### src/rtl/core/afvsp_pkg.sv
// shared types, constants and tables for the four-voice adpcm sample player
package afvsp_pkg;

    localparam int ROM_BYTES   = 131072;
    localparam int ROM_AW      = $clog2(ROM_BYTES);
    localparam int VOICE_COUNT = 4;
    localparam int VOICE_W     = $clog2(VOICE_COUNT);
    localparam int HDR_BYTES   = 6;

    localparam int IN_TDATA_W  = 48;
    localparam int IN_TUSER_W  = 3;
    localparam int OUT_TDATA_W = 16;
    localparam int OUT_TUSER_W = 1;

    localparam logic signed [15:0] MIX_LIMIT = 16'sd1200;
    localparam logic [12:0]        PHASE_ONE = 13'd4096;
    localparam logic [11:0]        PHASE_STEP_RESET = 12'd969;
    localparam logic [5:0]         STEP_INDEX_MAX = 6'd48;

    typedef enum logic [1:0] {
        OP_LOAD = 2'd0,
        OP_CMD  = 2'd1,
        OP_TICK = 2'd2,
        OP_NOP  = 2'd3
    } t_opcode;

    typedef enum logic [3:0] {
        ST_IDLE,
        ST_HDR,
        ST_START,
        ST_RD,
        ST_DEC,
        ST_MUL,
        ST_VOL,
        ST_ACC,
        ST_FILT,
        ST_MIX
    } t_state;

    typedef enum logic [3:0] {
        DP_NONE,
        DP_ACCEPT,
        DP_HDR,
        DP_START,
        DP_RD,
        DP_DEC,
        DP_MUL,
        DP_VOL,
        DP_ACC,
        DP_FILT,
        DP_MIX
    } t_dp_op;

    typedef struct packed {
        t_dp_op             op;
        logic [VOICE_W-1:0] voice;
        logic [2:0]         hdr_idx;
    } t_dp_ctl;

    typedef struct packed {
        logic pending;
        logic out_busy;
    } t_dp_sts;

    function automatic logic [10:0] step_size(input logic [5:0] idx);
        logic [10:0] v;
        unique case (idx)
            6'd0:  v = 11'd16;   6'd1:  v = 11'd17;   6'd2:  v = 11'd19;
            6'd3:  v = 11'd21;   6'd4:  v = 11'd23;   6'd5:  v = 11'd25;
            6'd6:  v = 11'd28;   6'd7:  v = 11'd31;   6'd8:  v = 11'd34;
            6'd9:  v = 11'd37;   6'd10: v = 11'd41;   6'd11: v = 11'd45;
            6'd12: v = 11'd50;   6'd13: v = 11'd55;   6'd14: v = 11'd60;
            6'd15: v = 11'd66;   6'd16: v = 11'd73;   6'd17: v = 11'd80;
            6'd18: v = 11'd88;   6'd19: v = 11'd97;   6'd20: v = 11'd107;
            6'd21: v = 11'd118;  6'd22: v = 11'd130;  6'd23: v = 11'd143;
            6'd24: v = 11'd157;  6'd25: v = 11'd173;  6'd26: v = 11'd190;
            6'd27: v = 11'd209;  6'd28: v = 11'd230;  6'd29: v = 11'd253;
            6'd30: v = 11'd279;  6'd31: v = 11'd307;  6'd32: v = 11'd337;
            6'd33: v = 11'd371;  6'd34: v = 11'd408;  6'd35: v = 11'd449;
            6'd36: v = 11'd494;  6'd37: v = 11'd544;  6'd38: v = 11'd598;
            6'd39: v = 11'd658;  6'd40: v = 11'd724;  6'd41: v = 11'd796;
            6'd42: v = 11'd876;  6'd43: v = 11'd963;  6'd44: v = 11'd1060;
            6'd45: v = 11'd1166; 6'd46: v = 11'd1282; 6'd47: v = 11'd1411;
            6'd48: v = 11'd1552;
            default: v = 11'd16;
        endcase
        return v;
    endfunction

    function automatic logic signed [6:0] index_shift(input logic [2:0] code);
        logic signed [6:0] v;
        case (code)
            3'd4:    v = 7'sd2;
            3'd5:    v = 7'sd4;
            3'd6:    v = 7'sd6;
            3'd7:    v = 7'sd8;
            default: v = -7'sd1;
        endcase
        return v;
    endfunction

    function automatic logic [5:0] volume_code(input logic [3:0] code);
        logic [5:0] v;
        case (code)
            4'd0:    v = 6'd32;
            4'd1:    v = 6'd22;
            4'd2:    v = 6'd16;
            4'd3:    v = 6'd11;
            4'd4:    v = 6'd8;
            4'd5:    v = 6'd6;
            4'd6:    v = 6'd4;
            4'd7:    v = 6'd3;
            4'd8:    v = 6'd2;
            default: v = 6'd0;
        endcase
        return v;
    endfunction

endpackage

### src/rtl/core/afvsp_ctrl.sv
// sequencing state machine: header fetch and per-voice tick schedule
module afvsp_ctrl (
    input  logic                i_clk,
    input  logic                i_rst_n,
    input  logic                i_in_valid,
    input  logic [1:0]          i_opcode,
    input  afvsp_pkg::t_dp_sts  i_sts,
    output logic                o_in_ready,
    output afvsp_pkg::t_dp_ctl  o_ctl
);
    import afvsp_pkg::*;

    t_state               r_state, n_state;
    logic [VOICE_W-1:0]   r_voice, n_voice;
    logic [2:0]           r_hdr, n_hdr;

    always_ff @(posedge i_clk) begin
        if (!i_rst_n) begin
            r_state <= ST_IDLE;
            r_voice <= '0;
            r_hdr   <= '0;
        end else begin
            r_state <= n_state;
            r_voice <= n_voice;
            r_hdr   <= n_hdr;
        end
    end

    // next state
    always_comb begin
        n_state = r_state;
        n_voice = r_voice;
        n_hdr   = r_hdr;
        unique case (r_state)
            ST_IDLE: begin
                n_voice = '0;
                n_hdr   = '0;
                if (i_in_valid) begin
                    if (t_opcode'(i_opcode) == OP_TICK) begin
                        n_state = ST_RD;
                    end else if (t_opcode'(i_opcode) == OP_CMD && i_sts.pending) begin
                        n_state = ST_HDR;
                    end
                end
            end
            ST_HDR: begin
                n_hdr = r_hdr + 3'd1;
                if (r_hdr == 3'(HDR_BYTES)) begin
                    n_state = ST_START;
                end
            end
            ST_START: n_state = ST_IDLE;
            ST_RD:    n_state = ST_DEC;
            ST_DEC:   n_state = ST_MUL;
            ST_MUL:   n_state = ST_VOL;
            ST_VOL:   n_state = ST_ACC;
            ST_ACC: begin
                if (r_voice == VOICE_W'(VOICE_COUNT - 1)) begin
                    n_state = ST_FILT;
                end else begin
                    n_voice = r_voice + 1'b1;
                    n_state = ST_RD;
                end
            end
            ST_FILT:  n_state = ST_MIX;
            ST_MIX: begin
                if (!i_sts.out_busy) begin
                    n_state = ST_IDLE;
                end
            end
            default:  n_state = ST_IDLE;
        endcase
    end

    // outputs
    always_comb begin
        o_in_ready    = 1'b0;
        o_ctl.op      = DP_NONE;
        o_ctl.voice   = r_voice;
        o_ctl.hdr_idx = r_hdr;
        unique case (r_state)
            ST_IDLE: begin
                o_in_ready = 1'b1;
                if (i_in_valid) o_ctl.op = DP_ACCEPT;
            end
            ST_HDR:   o_ctl.op = DP_HDR;
            ST_START: o_ctl.op = DP_START;
            ST_RD:    o_ctl.op = DP_RD;
            ST_DEC:   o_ctl.op = DP_DEC;
            ST_MUL:   o_ctl.op = DP_MUL;
            ST_VOL:   o_ctl.op = DP_VOL;
            ST_ACC:   o_ctl.op = DP_ACC;
            ST_FILT:  o_ctl.op = DP_FILT;
            ST_MIX: begin
                if (!i_sts.out_busy) o_ctl.op = DP_MIX;
            end
            default:  o_ctl.op = DP_NONE;
        endcase
    end

endmodule

### config.mk
export PLATFORM = sky130hd
export DESIGN_NAME = afvsp_ctrl
export DESIGN_NICKNAME = d
export VERILOG_FILES = /design/src/rtl/core/afvsp_pkg.sv /design/src/rtl/core/afvsp_ctrl.sv
export SDC_FILE = /design/constraint.sdc
export NUM_CORES = 1
export LEC_CHECK = 0
export ABC_AREA = 1
export BUFFER_PORTS_ARGS = -buffer_cell sky130_fd_sc_hd__buf_2
export CAP_MARGIN = 20
export CORE_AREA = 5 5 42 44
export DETAILED_ROUTE_END_ITERATION = 16
export DIE_AREA = 0 0 47 49
export HOLD_SLACK_MARGIN = 0.1
export PLACE_DENSITY = 0.73
export REMOVE_ABC_BUFFERS = 1
export SETUP_SLACK_MARGIN = 0.3
export SYNTH_ARGS = -nofsm -noshare
export SYNTH_HDL_FRONTEND = slang
export SYNTH_SLANG_ARGS = --single-unit
### constraint.sdc
create_clock -name i_clk -period 1.3 [get_ports i_clk]
set_input_delay 0.195 -clock i_clk [delete_from_list [all_inputs] [get_ports i_clk]]
set_output_delay 0.195 -clock i_clk [all_outputs]
set_load 0.01 [all_outputs]
==> impl_table.tex <==
\begin{tabular}{lr}
\hline
Metric & Value \\
\hline
\multicolumn{2}{l}{\textbf{Power and ir drop}} \\
Worst ir drop on vdd & about 0.53 mV \\
Clock Power Share & 0.232 \\
Switch Pwr & between 300 and 400 uW \\
Power per standard cell area & just under 1000 mW/mm\^{}2 \\
Share of total power in sequential cells & 0.327 \\
Share of power burned in combinational logic & 0.441 \\
Design internal power & between 600 and 700 uW \\
Net switching share of the total power & 0.366 \\
Cell leakage power & 0.523 nW \\
\multicolumn{2}{l}{\textbf{Drt}} \\
Vias per cell & 5.19 \\
Number of routed nets with antenna violations & 0 \\
Residual DRC count & 0 \\
Post-Route WL & between 2000 and 2500 um \\
Count of vias placed by the detailed router & 789 \\
Routed wire length per instance & 13.8 um \\
1st-pass router iterations & 4 \\
DRT iter0 DRCs & 20 \\
\multicolumn{2}{l}{\textbf{Final layout}} \\
Number of nets at the end of the flow & 147 \\
P\&R area growth vs syn & 62.4\% \\
Count of inserted antenna diode cells & 0 \\
Fraction of final layout cells with drive strength greater than 1 & 0.544 \\
Cell area after layout & a little over 0.001 mm\^{}2 \\
Final cell utilization of the core & 0.729 \\
Final-layout fill cell count & 111 \\
Flip-flop and latch area & 201 um\^{}2 \\
Area used by multi-input combinational logic & around 460 um\^{}2 \\
\multicolumn{2}{l}{\textbf{Synthesis}} \\
Post-synthesis cell type with the largest combined area & dfxtp\_1 \\
EDFF count, synth & 0 \\
Number of cells produced by synthesis & 99 \\
Post-synthesis async set-or-reset flop share & 0 \\
Count of cell types in the netlist & 20 \\
Cell Area, Synth & 629 um\^{}2 \\
Predominant post-synthesis flop cell & dfxtp\_1 \\
Register bit total from synthesis & 9 \\
Most common cell in the netlist & nand2\_1 \\
Fraction of the yosys area taken by sequential cells & 0.286 \\
Syn avg cell area & 6.36 um\^{}2 \\
Leading post-synthesis cells by instance count & nand2\_1 (24), inv\_1 (16), nor2\_1 (12) \\
Yosys synthesis warning count & 0 \\
Ranking of synthesized cells by area & dfxtp\_1 (29\%), nand2\_1 (14\%), inv\_1 (9.5\%), nor2\_1 (7.2\%), ha\_1 (6.0\%) \\
Fraction of post-synthesis cell area in the top cell type by area & 0.286 \\
\multicolumn{2}{l}{\textbf{Global routing}} \\
Total overflow reported by the global router & 0 \\
Combined global-route utilization of all metal layers & 0.205 \\
Vias in the first global route & 775 \\
Global-route wire length before repair & 3420 um \\
Largest net degree at the start of global routing & 7 \\
Antenna violations before repair & 0 \\
\multicolumn{2}{l}{\textbf{Job}} \\
Total of max-cap violations & 0 \\
\multicolumn{2}{l}{\textbf{Critical path}} \\
Type of element capturing the critical path & output port \\
Critical-path maximum fanout & 5 \\
Critical path buffer and inverter count & 2 \\
Cell class contributing the biggest share of worst-path delay & flip-flops \\
Arrival @ worst endpoint & approximately 1.3 ns \\
Worst path cell trace & inv\_4, nor2\_4, nand3b\_1, o311ai\_2, buf\_2 \\
Required time worst endpoint & 1.11 ns \\
Crit path launch type & flip-flop \\
Crit path largest cell delay & 0.40 ns \\
Library cell contributing the largest single delay on the critical path & dfxtp\_4 \\
Critical setup path kind & reg -> out \\
\multicolumn{2}{l}{\textbf{Timing}} \\
F\_max & approximately 0.67 GHz \\
Worst-margin pin slew & 0.216 ns \\
Worst rel slew slack & 0.856 \\
Clock period minus worst slack & 1.49 ns \\
Final-report setup violation count & 8 \\
Fin. max-slew vios & 0 \\
Setup repair after global routing missed its margin & true \\
Final hold violation count & 0 \\
Share of the cycle needed by the critical path after routing & 1.15 \\
Least setup slack across all paths after layout & -0.191 ns \\
Final clock skew & 0.00166 ns \\
\multicolumn{2}{l}{\textbf{Floorplan}} \\
Total number of placement rows & 14 \\
Die outline height & a little under 50 um \\
Initial standard-cell utilization of the core & 0.449 \\
Top Ports & 17 \\
Floorplan Core Area & 0.00140 mm\^{}2 \\
Die ar. & about 0.0023 mm\^{}2 \\
Die X & 47 um \\
\multicolumn{2}{l}{\textbf{Run status}} \\
Outcome & finished, violations left \\
Failing checks & setup timing \\
\multicolumn{2}{l}{\textbf{Clocking}} \\
TritonCTS buffer count & 3 \\
Clock latency reported for the late side of the worst-skew pair & 0.27 ns \\
Clock net sink count & 9 \\
Count of H-tree levels built during CTS & 1 \\
Clock root buffer & clkbuf\_4 \\
Clock transition time at the flip-flop clock pins of the worst setup and hold paths & 0.07 ns \\
Hold buffer count at cts & 0 \\
CTS tree & yes \\
Maximum root-to-sink buffer count & 2 \\
\multicolumn{2}{l}{\textbf{Placement}} \\
Placed wire-length estimate & 1320 um \\
Post-Place Cell Area & between 700 and 800 um\^{}2 \\
Final GP Congestion & 0.891 \\
PortBufs & 16 \\
\multicolumn{2}{l}{\textbf{Hold path}} \\
Min-Delay Path Class & in -> reg \\
\hline
\end{tabular}
[layout by cell type (no fill, tap or decap), types with 3 or more instances in the layout]
master and count:
o21ai_0 3, nor2_1 9, nand2_2 9, dfxtp_4 4
nand3_1 4, inv_2 4, nor2_4 5, buf_2 16
buf_6 8, clkbuf_4 3, buf_4 9, o21ai_1 3
a21oi_1 5, nand2_1 17, inv_1 12, dfxtp_2 5
[what timing repair did]
| action | 4_1_cts | 5_1_grt |
|---|---|---|
| buffers inserted | 7 | 2 |
| resized for setup | 29 | 24 |
| pin swaps | 11 | 11 |
| endpoints found under the setup margin | 14 | 16 |
[metrics by stage]
step                      setup WS, ns  hold slack (ns)  total power [mW]  cells  setup TNS, ns
after floorplan                 0.0695            0.316             0.485     99              0
after global placement          0.0584            0.466             0.588    139              0
after detailed placement      -0.00250            0.469             0.596    139       -0.00250
after CTS                       -0.141            0.185             0.926    150         -0.611
after global routing            -0.254            0.211              1.05    152          -1.52
final                           -0.191            0.195             0.992    152         -0.915
[flip-flops by register name, summed over array words and instances, names as in the netlist]
name	cells
r_voice	2
r_hdr	3
r_state	4
[tightest hold or removal path: cells and delay by family]
kind                   cells  cell delay [ns]
buffers and inverters      2             0.17
AOI/OAI and AO/OA          1             0.06
[metal layers]
layer  wire (um)  global-route usage
met5           0                   0
met4          84               0.124
met3         108              0.0332
met2        1060               0.346
met1         841               0.225
[final timing paths]
check | start | slack (ns) | cells after the start | to
max | r_state[3] | -0.19 | 5 | o_ctl[6]
min | i_rst_n | 0.19 | 3 | r_state[3]
max reg2reg | r_state[0] | -0.09 | 11 | r_state[1]
min reg2reg | r_hdr[0] | 0.46 | 1 | r_hdr[0]
[kinds of logic after synthesis]
group	synth area share
compound gates	0.167
simple gates	0.380
flops	0.286
buf+inv	0.107
fa+ha+maj	0.0596
[final cells by class]
class,count,area share
multi-input combinational,72,0.454
timing repair buffer,33,0.233
sequential,9,0.197
inverter,18,0.0710
clock buffer,4,0.0257
tap,16,0.0196
[power by group through the flow]
stage                     clock network, mW  logic [mW]  registers (mW)
after floorplan                           0       0.159           0.326
after global placement                    0       0.266           0.323
after detailed placement                  0       0.271           0.324
after CTS                             0.236       0.370           0.321
after global routing                  0.245       0.473           0.327
final                                 0.230       0.437           0.324
(Power assumes the default switching activity.)
